**config.mk**
```make
export PLATFORM = sky130hd
export DESIGN_NAME = gap_cluster_averager
export DESIGN_NICKNAME = d
export VERILOG_FILES = /design/src/rtl/core/gca_pkg.sv /design/src/rtl/core/gca_divider.sv /design/src/rtl/core/gap_cluster_averager.sv
export SDC_FILE = /design/constraint.sdc
export NUM_CORES = 1
export LEC_CHECK = 0
export BUFFER_PORTS_ARGS = -buffer_cell sky130_fd_sc_hd__buf_2
export CAP_MARGIN = 0
export CORE_ASPECT_RATIO = 2
export CORE_UTILIZATION = 50
export CTS_BUF_LIST = sky130_fd_sc_hd__clkbuf_4 sky130_fd_sc_hd__clkbuf_8 sky130_fd_sc_hd__clkbuf_16
export CTS_CLUSTER_SIZE = 14
export DETAILED_ROUTE_END_ITERATION = 16
export MAX_ROUTING_LAYER = met4
export PLACE_DENSITY = 0.72
export SYNTH_ARGS = -nofsm -noshare
export SYNTH_HDL_FRONTEND = slang
export SYNTH_SLANG_ARGS = --single-unit
```
**constraint.sdc**
```tcl
create_clock -name clk -period 14.48 [get_ports clk]
set_clock_uncertainty 0.1 [all_clocks]
set_input_delay 0.724 -clock clk [delete_from_list [all_inputs] [get_ports clk]]
set_output_delay 0.724 -clock clk [all_outputs]
set_load 0.005 [all_outputs]
```
**src/rtl/core/gca_pkg.sv**
```systemverilog
`default_nettype none
package gca_pkg;

	localparam int VALUE_W = 32;
	localparam int TOL_W = 31;
	localparam int ID_W = 16;
	localparam int COUNT_W = 17;
	localparam int SUM_W = 49;
	// magnitude of a sum over at most 65536 values
	localparam int MAG_W = SUM_W - 1;
	localparam int STEP_W = 5;

	localparam logic [ID_W-1:0] ID_LIMIT = 16'hFFFF;
	localparam logic [COUNT_W-1:0] COUNT_LIMIT = 17'h10000;

	localparam logic KIND_ASSIGN = 1'b0;
	localparam logic KIND_AVERAGE = 1'b1;

	typedef struct packed {
		logic start;
		logic signed [SUM_W-1:0] dividend;
		logic [COUNT_W-1:0] divisor;
	} div_req_t;

	typedef struct packed {
		logic done;
		logic busy;
		logic signed [VALUE_W-1:0] quotient;
	} div_rsp_t;

endpackage
`default_nettype wire

```
**src/rtl/core/gca_divider.sv**
```systemverilog
`default_nettype none
module gca_divider (
	input  wire                 clk,
	input  wire                 arst_n,
	input  gca_pkg::div_req_t   req,
	output gca_pkg::div_rsp_t   rsp
);

	// restoring divide, one quotient bit a cycle; the mean fits in 32 bits,
	// so the top 16 magnitude bits seed the remainder directly
	logic busy_q;
	logic done_q;
	logic [gca_pkg::STEP_W-1:0] step_q;
	logic neg_q;
	logic [gca_pkg::COUNT_W:0] rem_q;
	logic [gca_pkg::VALUE_W-1:0] dq_q;
	logic [gca_pkg::COUNT_W-1:0] div_q;
	logic signed [gca_pkg::VALUE_W-1:0] res_q;

	logic [gca_pkg::MAG_W-1:0] mag;
	logic [gca_pkg::COUNT_W:0] shifted;
	logic ge;
	logic [gca_pkg::VALUE_W-1:0] dq_next;

	assign mag = req.dividend[gca_pkg::SUM_W-1]
		? gca_pkg::MAG_W'(-req.dividend) : req.dividend[gca_pkg::MAG_W-1:0];
	assign shifted = {rem_q[gca_pkg::COUNT_W-1:0], dq_q[gca_pkg::VALUE_W-1]};
	assign ge = (shifted >= {1'b0, div_q});
	assign dq_next = {dq_q[gca_pkg::VALUE_W-2:0], ge};

	always_ff @(posedge clk or negedge arst_n) begin
		if (!arst_n) begin
			busy_q <= 1'b0;
			done_q <= 1'b0;
			step_q <= '0;
		end else begin
			done_q <= 1'b0;
			if (req.start) begin
				if (req.divisor <= gca_pkg::COUNT_W'(1)) begin
					done_q <= 1'b1;
				end else begin
					busy_q <= 1'b1;
					step_q <= '0;
				end
			end else if (busy_q) begin
				step_q <= step_q + gca_pkg::STEP_W'(1);
				if (step_q == '1) begin
					busy_q <= 1'b0;
					done_q <= 1'b1;
				end
			end
		end
	end

	always_ff @(posedge clk) begin
		if (req.start) begin
			neg_q <= req.dividend[gca_pkg::SUM_W-1];
			rem_q <= {2'b00, mag[gca_pkg::MAG_W-1:gca_pkg::VALUE_W]};
			dq_q <= mag[gca_pkg::VALUE_W-1:0];
			div_q <= req.divisor;
			if (req.divisor <= gca_pkg::COUNT_W'(1)) begin
				res_q <= req.dividend[gca_pkg::VALUE_W-1:0];
			end
		end else if (busy_q) begin
			rem_q <= ge ? (shifted - {1'b0, div_q}) : shifted;
			dq_q <= dq_next;
			if (step_q == '1) begin
				res_q <= neg_q ? -$signed(dq_next) : $signed(dq_next);
			end
		end
	end

	assign rsp.done = done_q;
	assign rsp.busy = busy_q;
	assign rsp.quotient = res_q;

endmodule
`default_nettype wire

```
**src/rtl/core/gap_cluster_averager.sv**
```systemverilog
`default_nettype none
// one-dimensional gap clustering of values that arrive already in ascending
// order, signed q16.16, one per input beat, the final value of a data set
// flagged by last_item. every input beat yields an assignment result (kind 0)
// with its cluster id; a gap larger than tolerance first yields the average
// of the cluster it closes (kind 1), and last_item adds the final average
// (kind 1) carrying the cluster count, after which the block clears for the
// next data set. last_of_run marks the last result of each input beat. the
// mean is sum / count truncated toward zero, worked out by one shared
// restoring divider at one quotient bit per cycle; a single-member cluster
// skips the divide. an input beat with no average passes through the
// assignment emit state; each average it causes adds a wait on the divider
// and its own emit state, and output stalls hold the sequencer. the next
// input is taken while the last result still waits in the output register.
// tolerance is written through the cfg channel, which is always ready; the
// user must write it only while the block is idle; nothing here enforces it.
module gap_cluster_averager (
	input  wire                                  clk,
	input  wire                                  arst_n,
	// configuration
	input  wire                                  cfg_valid,
	output logic                                 cfg_ready,
	input  wire  [gca_pkg::TOL_W-1:0]            tolerance,
	// input beats
	input  wire                                  in_valid,
	output logic                                 in_ready,
	input  wire  signed [gca_pkg::VALUE_W-1:0]   value,
	input  wire                                  last_item,
	// result beats
	output logic                                 out_valid,
	input  wire                                  out_ready,
	output logic                                 kind,
	output logic [gca_pkg::ID_W-1:0]             cluster_id,
	output logic signed [gca_pkg::VALUE_W-1:0]   average,
	output logic [gca_pkg::COUNT_W-1:0]          cluster_count,
	output logic                                 last_of_run
);

	// sequencer codes
	localparam logic [2:0] ST_IDLE        = 3'd0;
	localparam logic [2:0] ST_DIV_CLOSE   = 3'd1;
	localparam logic [2:0] ST_EMIT_CLOSE  = 3'd2;
	localparam logic [2:0] ST_EMIT_ASSIGN = 3'd3;
	localparam logic [2:0] ST_DIV_FINAL   = 3'd4;
	localparam logic [2:0] ST_EMIT_FINAL  = 3'd5;

	logic [2:0] state_q;
	logic [gca_pkg::TOL_W-1:0] tol_q;

	// cluster state
	logic started_q;
	logic signed [gca_pkg::VALUE_W-1:0] prev_q;
	logic [gca_pkg::ID_W-1:0] cluster_q;
	logic [gca_pkg::COUNT_W-1:0] count_q;
	logic signed [gca_pkg::SUM_W-1:0] sum_q;
	logic last_q;
	logic [gca_pkg::ID_W-1:0] close_id_q;

	// output register
	logic out_valid_q;
	logic kind_q;
	logic [gca_pkg::ID_W-1:0] id_q;
	logic signed [gca_pkg::VALUE_W-1:0] avg_q;
	logic [gca_pkg::COUNT_W-1:0] ccount_q;
	logic lor_q;

	gca_pkg::div_req_t div_req;
	gca_pkg::div_rsp_t div_rsp;

	logic accept;
	logic slot_free;
	logic signed [gca_pkg::VALUE_W:0] gap;
	logic gap_open;
	logic signed [gca_pkg::SUM_W-1:0] sum_add;

	assign cfg_ready = 1'b1;
	assign in_ready = (state_q == ST_IDLE);
	assign accept = in_valid && in_ready;
	// the output register can take a new result this cycle
	assign slot_free = !out_valid_q || out_ready;

	// gap test against the previous value, 33 bits so it never wraps
	assign gap = {value[gca_pkg::VALUE_W-1], value} - {prev_q[gca_pkg::VALUE_W-1], prev_q};
	assign gap_open = started_q && (gap > $signed({2'b00, tol_q}));
	assign sum_add = sum_q + gca_pkg::SUM_W'(value);

	// divider is started on the cluster held in the state registers: the old
	// one on a closing gap, the current one after the assignment of a last item
	assign div_req.start = (accept && gap_open)
		|| (state_q == ST_EMIT_ASSIGN && slot_free && last_q);
	assign div_req.dividend = sum_q;
	assign div_req.divisor = count_q;

	gca_divider u_div (
		.clk    (clk),
		.arst_n (arst_n),
		.req    (div_req),
		.rsp    (div_rsp)
	);

	always_ff @(posedge clk or negedge arst_n) begin
		if (!arst_n) begin
			tol_q <= '0;
		end else if (cfg_valid) begin
			tol_q <= tolerance;
		end
	end

	// sequencer and cluster state
	always_ff @(posedge clk or negedge arst_n) begin
		if (!arst_n) begin
			state_q <= ST_IDLE;
			started_q <= 1'b0;
			prev_q <= '0;
			cluster_q <= '0;
			count_q <= '0;
			sum_q <= '0;
			last_q <= 1'b0;
			out_valid_q <= 1'b0;
		end else begin
			if (out_valid_q && out_ready) begin
				out_valid_q <= 1'b0;
			end
			unique case (state_q)
				ST_IDLE: begin
					if (accept) begin
						last_q <= last_item;
						prev_q <= value;
						started_q <= 1'b1;
						if (!started_q) begin
							cluster_q <= '0;
							count_q <= gca_pkg::COUNT_W'(1);
							sum_q <= gca_pkg::SUM_W'(value);
							state_q <= ST_EMIT_ASSIGN;
						end else if (gap_open) begin
							// close the cluster; id sticks at its limit
							if (cluster_q != gca_pkg::ID_LIMIT) begin
								cluster_q <= cluster_q + gca_pkg::ID_W'(1);
							end
							count_q <= gca_pkg::COUNT_W'(1);
							sum_q <= gca_pkg::SUM_W'(value);
							state_q <= ST_DIV_CLOSE;
						end else begin
							// a full cluster still takes members, not into the sum
							if (count_q != gca_pkg::COUNT_LIMIT) begin
								count_q <= count_q + gca_pkg::COUNT_W'(1);
								sum_q <= sum_add;
							end
							state_q <= ST_EMIT_ASSIGN;
						end
					end
				end
				ST_DIV_CLOSE: begin
					if (div_rsp.done) begin
						state_q <= ST_EMIT_CLOSE;
					end
				end
				ST_EMIT_CLOSE: begin
					if (slot_free) begin
						out_valid_q <= 1'b1;
						state_q <= ST_EMIT_ASSIGN;
					end
				end
				ST_EMIT_ASSIGN: begin
					if (slot_free) begin
						out_valid_q <= 1'b1;
						state_q <= last_q ? ST_DIV_FINAL : ST_IDLE;
					end
				end
				ST_DIV_FINAL: begin
					if (div_rsp.done) begin
						state_q <= ST_EMIT_FINAL;
					end
				end
				ST_EMIT_FINAL: begin
					if (slot_free) begin
						out_valid_q <= 1'b1;
						// data set done, start over
						started_q <= 1'b0;
						prev_q <= '0;
						cluster_q <= '0;
						count_q <= '0;
						sum_q <= '0;
						state_q <= ST_IDLE;
					end
				end
				default: begin
					state_q <= ST_IDLE;
				end
			endcase
		end
	end

	// result payload
	always_ff @(posedge clk) begin
		if (accept) begin
			close_id_q <= cluster_q;
		end
		if (slot_free) begin
			if (state_q == ST_EMIT_CLOSE) begin
				kind_q <= gca_pkg::KIND_AVERAGE;
				id_q <= close_id_q;
				avg_q <= div_rsp.quotient;
				ccount_q <= '0;
				lor_q <= 1'b0;
			end else if (state_q == ST_EMIT_ASSIGN) begin
				kind_q <= gca_pkg::KIND_ASSIGN;
				id_q <= cluster_q;
				avg_q <= '0;
				ccount_q <= '0;
				lor_q <= !last_q;
			end else if (state_q == ST_EMIT_FINAL) begin
				kind_q <= gca_pkg::KIND_AVERAGE;
				id_q <= cluster_q;
				avg_q <= div_rsp.quotient;
				ccount_q <= {1'b0, cluster_q} + gca_pkg::COUNT_W'(1);
				lor_q <= 1'b1;
			end
		end
	end

	assign out_valid = out_valid_q;
	assign kind = kind_q;
	assign cluster_id = id_q;
	assign average = avg_q;
	assign cluster_count = ccount_q;
	assign last_of_run = lor_q;

	// a final average always ends the run of its input beat
	a_final_ends_run: assert property (@(posedge clk) disable iff (!arst_n)
		out_valid && kind == gca_pkg::KIND_AVERAGE && cluster_count != '0 |-> last_of_run)
		else $error("final average without last_of_run");

	// assignment beats carry no average and no count
	a_assign_clean: assert property (@(posedge clk) disable iff (!arst_n)
		out_valid && kind == gca_pkg::KIND_ASSIGN |-> average == '0 && cluster_count == '0)
		else $error("assignment beat with stray payload");

	// the divider only finishes while the sequencer waits on it
	a_div_done_state: assert property (@(posedge clk) disable iff (!arst_n)
		div_rsp.done |-> (state_q == ST_DIV_CLOSE || state_q == ST_DIV_FINAL))
		else $error("divider done outside a wait state");

	// an accepted input always leaves idle
	a_accept_busy: assert property (@(posedge clk) disable iff (!arst_n)
		in_valid && in_ready |=> !in_ready)
		else $error("input accepted without starting work");

endmodule
`default_nettype wire

```
# [Word-level counts from Yosys, hierarchy flattened]
# Index checks and enable logic that the tools add are counted.
[word_totals] ff_bits=340 output_inout_bits=70 word_cells=149
[classes] n_addsub=9 n_lt_le_gt_ge=3 n_eq_ne=19 mux=69 n_reduce_logical=25
[op_table] cell="$mux W32" count=12
[op_table] cell="$mux W49" count=5
[op_table] cell="$mux W16" count=10
[op_table] cell="$mux W17" count=7
[op_table] cell="$pmux W49 S2" count=1
[op_table] cell="$pmux W32 S2" count=1
[op_table] cell="$add A49 B32 Y49" count=1
[op_table] cell="$mux W48" count=1
[op_table] cell="$neg A48 Y48" count=1
[op_table] cell="$pmux W17 S2" count=1
[op_table] cell="$gt A33 B32 Y1" count=1
[op_table] cell="$sub A32 B32 Y33" count=1
[op_table] cell="$neg A32 Y32" count=1
[op_table] cell="$pmux W16 S2" count=1
[op_table] cell="$mux W3" count=7
[op_table] cell="$ge A18 B17 Y1" count=1
[op_table] cell="$pmux W3 S6" count=1
[op_table] cell="$add A16 B1 Y17 const B" count=1
[op_table] cell="$add A17 B1 Y17 const B" count=1
[op_table] cell="$le A17 B1 Y1 const B" count=1
[op_table] cell="$ne A17 B17 Y1 const B" count=1
[op_table] cell="$sub A17 B17 Y17" count=1
[op_table] cell="$add A16 B1 Y16 const B" count=1
[op_table] cell="$mux W1" count=16
[op_table] cell="other kinds (26)" count=50

# [Logic depth before layout (Yosys ltp)]
# Gate-level depths: netlist of run 1.
[logic_depth] word_depth=7 mapped_depth=28 depth_no_buf=26

# [Hierarchy]
# A second synthesis of run 1 with hierarchy kept.
[unflattened] hier_cells=2316 hier_area_um2=21763.4
[modules_own_cells] module="gap_cluster_averager" instances=1 cells_per_inst=1612 area_each_um2=14828.0 seq_area_each_um2=6271.0
[modules_own_cells] module="gca_divider" instances=1 cells_per_inst=704 area_each_um2=6935.4 seq_area_each_um2=3138.0

# [Least setup slack after synthesis of run 1]
# No wires, ideal clock.
[synth_timing] path_type="input -> register" startpoint="input value[0] in the netlist's numbering" endpoint="register u_div.res_q[0] in the netlist's numbering (enable)" setup_ns=0.430 arrival_time_ns=6.437 required_time_ns=13.950 path_slack_ns=7.514 stages=24 path_buffers=2 path_cell_list="inv_1 -> ha_1 -> fa_1 -> nor2b_1 -> o31a_1 -> o22ai_1 -> o31ai_1 -> o31ai_1 -> o21ai_0 -> a311oi_1 -> xnor2_1 -> ha_1 -> a21oi_1 -> nor2b_1 -> o21ai_0 -> a21oi_1 -> o21ai_0 -> o21ai_0 -> a21oi_1 -> nor4_1 -> nor2_1 -> buf_2 -> buf_1 -> o2bb2ai_1"
[synth_between] elab_chain_len=7 elab_cells_between_ends=9
[synth_lines] item="start, declared" line_no="gap_cluster_averager.sv:27" rtl="input wire signed [gca_pkg::VALUE_W-1:0] value,"
[synth_lines] item="$sub A32 B32 Y33 (*)" line_no="gap_cluster_averager.sv:83" rtl="assign gap = {value[gca_pkg::VALUE_W-1], value} - {prev_q[gca_pkg::VALUE_W-1], prev_q};"
[synth_lines] item="$gt A33 B32 Y1 (*)" line_no="gap_cluster_averager.sv:84" rtl="assign gap_open = started_q && (gap > $signed({2'b00, tol_q}));"
[synth_lines] item="$logic_and A1 B1 Y1 (*)" line_no="gap_cluster_averager.sv:84"
[synth_lines] item="$logic_and A1 B1 Y1 (*)" line_no="gap_cluster_averager.sv:89" rtl="assign div_req.start = (accept && gap_open)"
[synth_lines] item="$logic_or A1 B1 Y1 (*)" line_no="gap_cluster_averager.sv:90" rtl="|| (state_q == ST_EMIT_ASSIGN && slot_free && last_q);"
[synth_lines] item="$ne A2 B1 Y1 (no source line) / $reduce_bool A2 Y1 (equally long branches)"
[synth_lines] item="$reduce_and A3 Y1 (no source line) (*)"
[synth_lines] item="end signal, assigned" line_no="gca_divider.sv:62" rtl="res_q <= req.dividend[gca_pkg::VALUE_W-1:0];"
[synth_lines] item="end signal, assigned" line_no="gca_divider.sv:68" rtl="res_q <= neg_q ? -$signed(dq_next) : $signed(dq_next);"
[synth_lines] item="end, declared" line_no="gca_divider.sv:18" rtl="logic signed [gca_pkg::VALUE_W-1:0] res_q;"
# Mark *: on every way between the ends. The rest lies on a longest branch, timed or not.
# A chain may end at the register's enable or synchronous reset.

# [Worst setup path after layout of run 1]
[layout_timing] startpoint="register prev_q[0] in the netlist's numbering" endpoint="register u_div.res_q[13] in the netlist's numbering, data pin"
[layout_between] elab_chain_len=6
[layout_lines] item="start, declared" line_no="gap_cluster_averager.sv:52" rtl="logic signed [gca_pkg::VALUE_W-1:0] prev_q;"
[layout_lines] item="start signal, assigned" line_no="gap_cluster_averager.sv:128" rtl="prev_q <= value;"
[layout_lines] item="$sub A32 B32 Y33" line_no="gap_cluster_averager.sv:83"
[layout_lines] item="$gt A33 B32 Y1" line_no="gap_cluster_averager.sv:84"
[layout_lines] item="$logic_and A1 B1 Y1" line_no="gap_cluster_averager.sv:84"
[layout_lines] item="$logic_and A1 B1 Y1" line_no="gap_cluster_averager.sv:89"
[layout_lines] item="$logic_or A1 B1 Y1" line_no="gap_cluster_averager.sv:90"
[layout_lines] item="$mux W32" line_no="gca_divider.sv:56" rtl="if (req.start) begin"
# No other way between the ends.

==> results of run 1 <==
## report_power, final
group / switching (mW) / internal [mW]
combinational: 1.70 / 1.12
sequential: 0.299 / 1.47
clock: 0.384 / 0.515
total: 2.38 / 3.10
## stage by stage
stage,area (sq um),hold slack (ns),util
6_report,23500,0.169,0.563
5_1_grt,23500,0.247,0.563
4_1_cts,23500,0.204,0.563
3_5_place_dp,22400,0.381,0.536
3_3_place_gp,22400,0.374,0.536
2_1_floorplan,21200,0.323,-
## worst paths after layout
kind                          startpoint               to  slack, ns  depth (start not counted)
max                            prev_q[0]  u_div.res_q[13]       6.64                         25
max reg2reg                    prev_q[0]  u_div.res_q[13]       6.64                         25
max in group asynchronous         arst_n        sum_q[40]      12.57                          2
min in group clk           tolerance[19]        tol_q[19]       0.29                          3
min                               arst_n         tol_q[6]       0.17                          1
min reg2reg                   prev_q[11]       prev_q[11]       0.40                          1
## registers in the layout (all words and copies together), names as in the netlist, 31 cells and up
signal       flops
u_div.res_q     32
u_div.dq_q      32
tol_q           31
sum_q           49
prev_q          32
average         32
## synth_stat cells (all sizes together), types with 4 or more instances
cell / count
dfrtp: 158
o21bai: 20
nand4: 24
a21oi: 139
or2: 10
inv: 119
mux2: 21
or3: 25
a31oi: 11
nor3: 17
o21a: 8
a41oi: 7
a221o: 5
o41ai: 13
or4: 18
nand3: 28
edfxtp: 181
nand2: 249
o21ai: 302
nor2: 156
o211ai: 13
buf: 5
nand2b: 38
a22o: 39
a21boi: 6
xor2: 96
nor4: 17
nor2b: 19
clkbuf: 91
xnor2: 60
and3: 36
a21o: 54
o22ai: 4
o31ai: 35
ha: 136
mux2i: 12
and2: 39
a211oi: 7
## final cells by class
type                       count  area share
timing repair buffer         152      0.0342
inverter                     120      0.0192
multi-input combinational   1704       0.470
clock inverter                13     0.00612
sequential                   340       0.400
antenna                        1    0.000106
tap                          540      0.0287
clock buffer                  48      0.0417
## critical path, cell delays in order (launching register included)
cell and delay, ns:
dfrtp_1 0.39, ha_1 0.22, fa_1 0.42, nor2b_1 0.16
o31a_1 0.20, o22ai_1 0.19, o31ai_1 0.59, o31ai_1 0.30
o21ai_0 0.54, a21oi_1 0.20, o21bai_1 0.17, a21oi_1 0.09
xnor2_1 0.17, ha_1 0.27, a21oi_1 0.14, a21oi_1 0.07
a211oi_1 0.35, o21ai_0 0.19, a21oi_1 0.64, nor4_1 0.22
nor2_4 0.15, buf_4 0.71, inv_2 0.39, buf_4 0.40
nand2_1 0.13, o21ai_0 0.09
## layer usage
metal | vias to the layer above | global-route usage | share of wire
li1 | 8334 | - | -
met1 | 8152 | 0.258 | 0.38
met2 | 495 | 0.465 | 0.53
met3 | 152 | 0.0239 | 0.040
met4 | 0 | 0.131 | 0.052
met5 | - | - | 0
## logic make-up (layout without fill, tap and decap cells)
| kind of cell | after synthesis | after routing | synth area share |
|---|---|---|---|
| multiplexers | 33 | 33 | 0.0168 |
| AO/OA/AOI/OAI | 693 | 693 | 0.199 |
| buffers and inverters | 216 | 333 | 0.0384 |
| adder cells (fa/ha/maj) | 139 | 139 | 0.0830 |
| other | 1 | 2 | 0.000177 |
| flip-flops | 340 | 340 | 0.443 |
| XOR/XNOR | 156 | 156 | 0.0644 |
| AND/OR/NAND/NOR | 682 | 682 | 0.155 |
## cells in the final DEF, fill, tap and decap left out, types with 24 or more instances in the layout
cell       instances
a21o_1            54
a21oi_1          137
a22o_1            39
and2_1            38
and3_1            36
buf_2            136
clkbuf_16         34
dfrtp_1          158
edfxtp_1         181
ha_1             136
inv_1            118
nand2_1          248
nand2b_1          38
nand3_1           28
nand4_1           24
nor2_1           154
o21ai_0          295
o31ai_1           35
xnor2_1           60
xor2_1            96
==> results.json, run 1 <==
{
  "fmax_mhz": 128,
  "overflow": 0,
  "grt_max_degree": 99,
  "cts-root-buf": "clkbuf_16",
  "path_max_fanout": 98,
  "syn_nets": 2468,
  "drcViolationCount": 0,
  "dp_hpwl_microns": 39600,
  "critPathKind": "flop to flop",
  "synth-warning-count": 0,
  "seq_area_frac_synth": 0.443,
  "synthTopCellsByArea": "edfxtp_1 26%, dfrtp_1 19%, ha_1 8.0%",
  "fp.dieH_microns": 293,
  "irDropWorstVdd_v": 0.000209,
  "synthFlopType": "edfxtp_1",
  "maxCapViolCount": 0,
  "hold_buffers": 0,
  "clk_path_buf_depth": 3,
  "drt-pass1-iter-count": 5,
  "grt.total_usage": 0.250,
  "critPathLaunchType": "flop",
  "die_area_sq_um": 43300,
  "drive_gt1_frac": 0.113,
  "multi_input_area_sq_um": 11000,
  "synth_cell_types": 74,
  "syn2layout_area_growth_pct": 10.8,
  "pre_cts_ws_ns": 6.42,
  "power.density_nw_per_um2": 233,
  "core-area_sq_um": 41800,
  "n_fill_cell": 3723,
  "insertion_delay_ns": 0.54,
  "clock-sinks": 340,
  "h-tree-depth": 2,
  "drv_slew": 0,
  "setup_viol": 0,
  "postCtsSetupBuffers": 0,
  "fin_crit_sh": 0.541,
  "nNetsFinal": 2560,
  "place.gp.congestion": 0.946,
  "io_pins": 139,
  "antenna_found_initial": 2,
  "hold_viol_final": 0,
  "synthArstFlopShare": 0.465,
  "cp.arrival_ns": 7.99,
  "clk_pin_slew_ns": 0.06,
  "period_minus_slack_ns": 7.84,
  "cts_tree": "built",
  "rsz0062_at_grt": "no",
  "endpoint_kind": "flop",
  "portBuffers": 137,
  "final_cells": 2918,
  "viasPerCell": 5.87,
  "dp_cells": 2856,
  "power_mw": 5.48,
  "syn_inst": 2260,
  "worst_pin_slew_ns": 1.24,
  "die_width_microns": 148,
  "synth-seq-cells": 340,
  "cts_resized": 0,
  "start_util": 0.508,
  "vias": 17133,
  "synth_area_sq_um": 21200,
  "wl_per_cell_microns": 18.0,
  "tns_ns": 0,
  "maxSlewHeadroom": 0.170,
  "seq_area_sq_um": 9410,
  "wirelength_microns": 52400,
  "grt_pass1_wl_microns": 84400,
  "p_leak_nw": 10.3,
  "hold_class": "input port to async pin",
  "required_ns": 14.63,
  "status": "complete, no violations",
  "postRouteAntennaNets": 0,
  "cts-buffers-inserted": 34,
  "synth_area_per_cell_sq_um": 9.39,
  "layout_setup_ws_ns": 6.64,
  "grt_pass1_vias": 17136,
  "yosys.area.top_type": "edfxtp_1",
  "dr.first_iter.drc_count": 896,
  "yosysTopAreaCellShare": 0.256,
  "synth-edff-count": 181,
  "rows": 106
}
Power figures use the tool's default switching activity.
==> run 2: changes to the inputs <==
--- a/config.mk
+++ b/config.mk
@@ -13,7 +13,7 @@
 export CTS_CLUSTER_SIZE = 14
 export DETAILED_ROUTE_END_ITERATION = 16
 export MAX_ROUTING_LAYER = met4
-export PLACE_DENSITY = 0.72
+export PLACE_DENSITY = 0.74
 export SYNTH_ARGS = -nofsm -noshare
 export SYNTH_HDL_FRONTEND = slang
 export SYNTH_SLANG_ARGS = --single-unit
==> constraint.sdc (replaced) <==
create_clock -name clk -period 7.11 [get_ports clk]
set_clock_uncertainty 0.1 [all_clocks]
set_input_delay 0.3555 -clock clk [delete_from_list [all_inputs] [get_ports clk]]
set_output_delay 0.3555 -clock clk [all_outputs]
set_load 0.005 [all_outputs]
==> run 2 against run 1 <==
Global-route usage grew 0.49 points; non-clock buffer count grew 53; cell count grew 1.9%; wire length grew 1.3%; via count grew 1.6%; core utilization grew 1.1 points; design area grew 1.9%; clock power grew 92%; first-iteration DRC count grew 9.5%; critical path depth shrank 1; largest cell class unchanged.
==> results.json, run 2 (synthesis results as in run 1) <==
{
  "die_area_sq_um": 43300,
  "hold_buffers": 34,
  "worst_pin_slew_ns": 0.923,
  "portBuffers": 137,
  "critPathKind": "flop to flop",
  "largest-register": "sum_q",
  "dr.first_iter.drc_count": 981,
  "grt_pass1_wl_microns": 85800,
  "endpoint_kind": "flop",
  "io_pins": 139,
  "clockPowerShare": 0.155,
  "cts_resized": 0,
  "fin_util": 0.573,
  "pre_cts_ws_ns": 0.592,
  "switchingPower_mw": 4.88,
  "wirelength_microns": 53100,
  "worst_path_most_repeated_cell": "a21oi_1",
  "worstHoldStart": "value[4]",
  "grt.total_usage": 0.255,
  "critPathMaxStageDelay_ns": 0.60,
  "core-area_sq_um": 41800,
  "layout_setup_ws_ns": 0.577,
  "viasPerCell": 5.86,
  "die_width_microns": 148,
  "p_leak_nw": 10.5,
  "clk_path_buf_depth": 3,
  "cts-root-buf": "clkbuf_16",
  "rsz0062_at_grt": "no",
  "cts_tree": "built",
  "crit_chain": "ha_1 -> fa_1 -> nor2b_1 -> o31a_1 -> o22ai_1 -> o31ai_1 -> o31ai_1 -> o21ai_0 -> a21oi_1 -> o21bai_1 -> a21oi_1 -> xnor2_1 -> ha_1 -> a21oi_1 -> a21oi_1 -> a211oi_1 -> o21ai_0 -> a21oi_1 -> nor4_1 -> buf_4 -> nor2_4 -> and2_0 -> o2bb2ai_2 -> buf_4",
  "hold_viol_final": 0,
  "grt_max_degree": 85,
  "drive_gt1_frac": 0.116,
  "rows": 106,
  "grt_pass1_vias": 17414,
  "clk_pin_slew_ns": 0.06,
  "comb_power_share": 0.525,
  "rrSetupSlack_ns": 0.58,
  "fp.dieH_microns": 293,
  "fmax_mhz": 153,
  "slowest_stage": "o31ai_1",
  "overflow": 0,
  "tns_ns": 0,
  "fin_crit_sh": 0.919,
  "syn2layout_area_growth_pct": 12.9,
  "drcViolationCount": 0,
  "drv_slew": 0,
  "layout_commonest_cell": "o21ai_0",
  "wl_per_cell_microns": 17.9,
  "vias": 17411,
  "h-tree-depth": 2,
  "p_sw_frac": 0.435,
  "largest_reg_flops": 49,
  "antenna_found_initial": 1,
  "internal_power_mw": 6.33,
  "crit_path_start": "prev_q[0]",
  "p_seq_frac": 0.320,
  "place.gp.congestion": 0.946,
  "clock-sinks": 340,
  "postRouteAntennaNets": 0,
  "maxSlewHeadroom": 0.385,
  "start_util": 0.508,
  "period_minus_slack_ns": 6.53,
  "setup_viol": 0,
  "worstRegToRegCells": 24,
  "required_ns": 7.20,
  "cts-buffers-inserted": 34,
  "path_max_fanout": 32,
  "dp_hpwl_microns": 39800,
  "rr_startpoint": "prev_q[0]",
  "cp.arrival_ns": 6.62,
  "status": "complete, no violations",
  "irDropWorstVdd_v": 0.000270,
  "whs_endpoint": "prev_q[4]",
  "layout_common_cells": "295 x o21ai_0, 248 x nand2_1, 181 x edfxtp_1",
  "postCtsSetupBuffers": 0,
  "power.density_nw_per_um2": 468,
  "power_mw": 11.2,
  "nNetsFinal": 2613,
  "holdPathStages": 2,
  "critPathLaunchType": "flop",
  "hold_class": "input port to flop",
  "insertion_delay_ns": 0.54,
  "maxCapViolCount": 0,
  "reg2reg_to": "u_div.res_q[19]",
  "drt-pass1-iter-count": 8
}
==> run 2: changes by cell type in the layout (fill, tap and decap cells not counted), sizes merged, moves of 2 or more <==
| cell | delta |
|---|---|
| dlygate4sd3 | +34 |
| buf | +19 |
| bufinv | -2 |
| clkinv | +2 |
==> run 2: how the worst max path moves through the flow <==
stage	slack (ns)	endpoint	cells after the start
2_1_floorplan	0.51	u_div.res_q[0]	26
3_3_place_gp	0.66	u_div.res_q[7]	26
3_5_place_dp	0.59	u_div.res_q[7]	26
4_1_cts	0.71	u_div.res_q[19]	24
5_1_grt	0.22	u_div.res_q[10]	24
6_report	0.58	u_div.res_q[19]	24
==> run 2: critical path: cells and delay by family, from the launching register on <==
family / cells / cell delay [ns]
and+or+nand+nor: 4 / 0.88
DFF: 1 / 0.38
xor gates and xnor gates: 1 / 0.19
buffers and inverters: 2 / 0.52
AOI/OAI and AO/OA: 14 / 3.18
adders and majority gates: 3 / 0.90
==> run 2: metal layers <==
metal,vias up,track usage,share of wire
li1,8456,-,-
met1,8275,0.262,0.37
met2,502,0.464,0.53
met3,178,0.0239,0.037
met4,0,0.158,0.064
met5,-,-,0
==> run 2: cell type report <==
type                    instances  area [sq um]
fillers                      3619         17800
flip-flops and latches        340          9410
diodes                          2          5.00
repair buffers                205          1330
clock inverters                14          92.6
clock buffers                  47           955
well taps                     540           676
multi-input cells            1704         11000
inverters                     120           450
==> run 2: power by group through the flow <==
stage / clock network, mW / registers (mW) / logic, mW
floorplan: 0 / 3.42 / 4.35
global placement: 0 / 3.59 / 5.67
detailed placement: 0 / 3.61 / 5.83
CTS: 1.77 / 3.58 / 5.87
global route: 1.84 / 3.67 / 6.60
finish: 1.73 / 3.59 / 5.89
==> run 2: per-stage QoR <==
stage | std cells | hold WS, ns | instance area [sq um]
2_1_floorplan | 2260 | -0.0401 | 21200
3_3_place_gp | 2875 | 0.284 | 22600
3_5_place_dp | 2875 | 0.281 | 22600
4_1_cts | 2970 | 0.00258 | 24000
5_1_grt | 2971 | 0.0318 | 24000
6_report | 2972 | 0.0124 | 24000
==> run 3: changes to the inputs <==
--- a/config.mk
+++ b/config.mk
@@ -7,13 +7,15 @@
 export LEC_CHECK = 0
 export BUFFER_PORTS_ARGS = -buffer_cell sky130_fd_sc_hd__buf_2
 export CAP_MARGIN = 0
+export CELL_PAD_IN_SITES_DETAIL_PLACEMENT = 0
+export CELL_PAD_IN_SITES_GLOBAL_PLACEMENT = 2
 export CORE_ASPECT_RATIO = 2
-export CORE_UTILIZATION = 50
+export CORE_UTILIZATION = 36
 export CTS_BUF_LIST = sky130_fd_sc_hd__clkbuf_4 sky130_fd_sc_hd__clkbuf_8 sky130_fd_sc_hd__clkbuf_16
 export CTS_CLUSTER_SIZE = 14
 export DETAILED_ROUTE_END_ITERATION = 16
 export MAX_ROUTING_LAYER = met4
-export PLACE_DENSITY = 0.74
+export PLACE_DENSITY = 0.82
 export SYNTH_ARGS = -nofsm -noshare
 export SYNTH_HDL_FRONTEND = slang
 export SYNTH_SLANG_ARGS = --single-unit
==> run 3 against run 2 <==
Flip-flop and latch count is the same; cell count up 8.1%; critical path type is now input port to flop; largest power group unchanged; maximum frequency up 0.41%; wire length rose by 5.4%; core utilization shrank 15 points.
==> results.json, run 3 (synthesis results as in run 1) <==
{
  "status": "complete, no violations",
  "hold_ws_ns": 0.0222,
  "cp.arrival_ns": 6.67,
  "hold_class": "input port to flop",
  "tns_ns": 0,
  "n_antenna_cell": 0,
  "io_pins": 139,
  "cts_tree": "built",
  "switchingPower_mw": 4.94,
  "h-tree-depth": 2,
  "n_fill_cell": 5811,
  "largest_reg_flops": 49,
  "final_cells": 3213,
  "critPathLaunchType": "input port",
  "drt-pass1-iter-count": 5,
  "start_util": 0.365,
  "wirelength_microns": 56000,
  "path_max_fanout": 32,
  "required_ns": 7.27,
  "antenna_found_initial": 0,
  "maxCapViolCount": 0,
  "period_minus_slack_ns": 6.51,
  "fp.dieH_microns": 345,
  "place.gp.congestion": 0.864,
  "fmax_mhz": 154,
  "power.density_nw_per_um2": 466,
  "multi_input_area_sq_um": 11100,
  "clock-sinks": 340,
  "endpoint_kind": "flop",
  "nNetsFinal": 2632,
  "core-area_sq_um": 58200,
  "clk_pin_slew_ns": 0.07,
  "drv_slew": 0,
  "dp_hpwl_microns": 43200,
  "viasPerCell": 5.25,
  "overflow": 0,
  "largest-register": "sum_q",
  "pre_cts_ws_ns": 0.403,
  "placed_area_sq_um": 22900,
  "dr.first_iter.drc_count": 936,
  "layout_common_cells": "295 x o21ai_0, 248 x nand2_1, 181 x edfxtp_1",
  "grt_max_degree": 68,
  "worst_pin_slew_ns": 1.02,
  "rsz0062_at_grt": "no",
  "p_leak_nw": 10.6,
  "layout_setup_ws_ns": 0.604,
  "vias": 16856,
  "p_sw_frac": 0.431,
  "drive_gt1_frac": 0.118,
  "hold_viol_final": 0,
  "fin_crit_sh": 0.915,
  "maxSlewHeadroom": 0.315,
  "grt.total_usage": 0.192,
  "postRouteAntennaNets": 0,
  "clk_path_buf_depth": 3,
  "power_mw": 11.4,
  "irDropWorstVdd_v": 0.000199,
  "finalInstanceArea_sq_um": 24600,
  "comb_power_share": 0.520,
  "p_seq_frac": 0.313,
  "die_width_microns": 174,
  "insertion_delay_ns": 0.57,
  "fin_util": 0.422,
  "syn2layout_area_growth_pct": 15.7,
  "clockPowerShare": 0.167,
  "cts-root-buf": "clkbuf_16",
  "setup_viol": 0,
  "cts-buffers-inserted": 35,
  "portBuffers": 137,
  "seq_area_sq_um": 9410,
  "wl_per_cell_microns": 17.4,
  "postCtsSetupBuffers": 0,
  "rows": 125,
  "layout_commonest_cell": "o21ai_0",
  "critPathKind": "input port to flop",
  "internal_power_mw": 6.51,
  "die_area_sq_um": 60000,
  "dp_cells": 3101,
  "drcViolationCount": 0,
  "grt_pass1_vias": 16991,
  "grt_pass1_wl_microns": 89800
}
run 3: changes by cell type in the layout (fill, tap and decap cells not counted), sizes merged:
cell and change:
clkinvlp +1, clkinv +4, diode -2, buf +4
clkbuf -3, dlygate4sd3 +14, inv -2, bufinv +3
run 3: worst max-delay path: stages:
cell and delay [ns]:
dlygate4sd3_1 0.53, buf_2 0.13, inv_1 0.05, ha_1 0.24, fa_1 0.44, nor2b_1 0.16
o31a_1 0.18, o22ai_1 0.15, o31ai_1 0.66, o31ai_2 0.20, o21ai_0 0.36, a311oi_1 0.20
xnor2_1 0.21, ha_1 0.27, a21oi_1 0.15, nor2b_1 0.06, o21ai_0 0.13, a21oi_1 0.11
o21ai_0 0.30, o21ai_0 0.17, a21oi_1 0.33, nor4_1 0.12, buf_4 0.16, nor2_4 0.30
and2_1 0.30, o2bb2ai_2 0.16, buf_12 0.21
run 3: layout make-up:
type,instances,share of cell area
Clock inverter,20,0.00881
Sequential cell,340,0.383
Clock buffer,44,0.0389
Multi-Input combinational cell,1704,0.450
Inverter,120,0.0183
Tap cell,762,0.0388
Timing Repair Buffer,223,0.0619
run 3: timing repair:
item | CTS | global route
setup endpoints to repair | 0 | 35
gates resized for setup | 0 | 4
endpoints found under the hold margin | 101 | 0
hold buffers | 48 | 0
run 3: worst paths after layout:
| path | slack [ns] | cells after the start | startpoint | end |
|---|---|---|---|---|
| setup / recovery | 0.60 | 27 | value[0] | u_div.res_q[4] |
| hold / removal | 0.02 | 2 | value[20] | prev_q[20] |
| setup reg to reg | 0.74 | 24 | prev_q[0] | u_div.res_q[4] |
| hold reg to reg | 0.40 | 2 | prev_q[0] | prev_q[0] |
| max in group asynchronous | 5.42 | 3 | arst_n | sum_q[41] |
| min in group asynchronous | 0.23 | 2 | arst_n | sum_q[4] |
run 3: layer usage:
layer  vias up  GRT usage  routed length [microns]
li1       8472          -                        -
met2       325      0.366                    30400
met4         0     0.0781                     2180
met1      7961      0.201                    22000
met5         -          -                        0
met3        98     0.0165                     1500
run 3: power groups by stage:
stage | registers [mW] | logic [mW] | clock network (mW)
2_1_floorplan | 3.42 | 4.35 | 0
3_3_place_gp | 3.60 | 5.89 | 0
3_5_place_dp | 3.62 | 5.97 | 0
4_1_cts | 3.58 | 6.02 | 1.97
5_1_grt | 3.67 | 6.74 | 2.02
6_report | 3.58 | 5.95 | 1.91
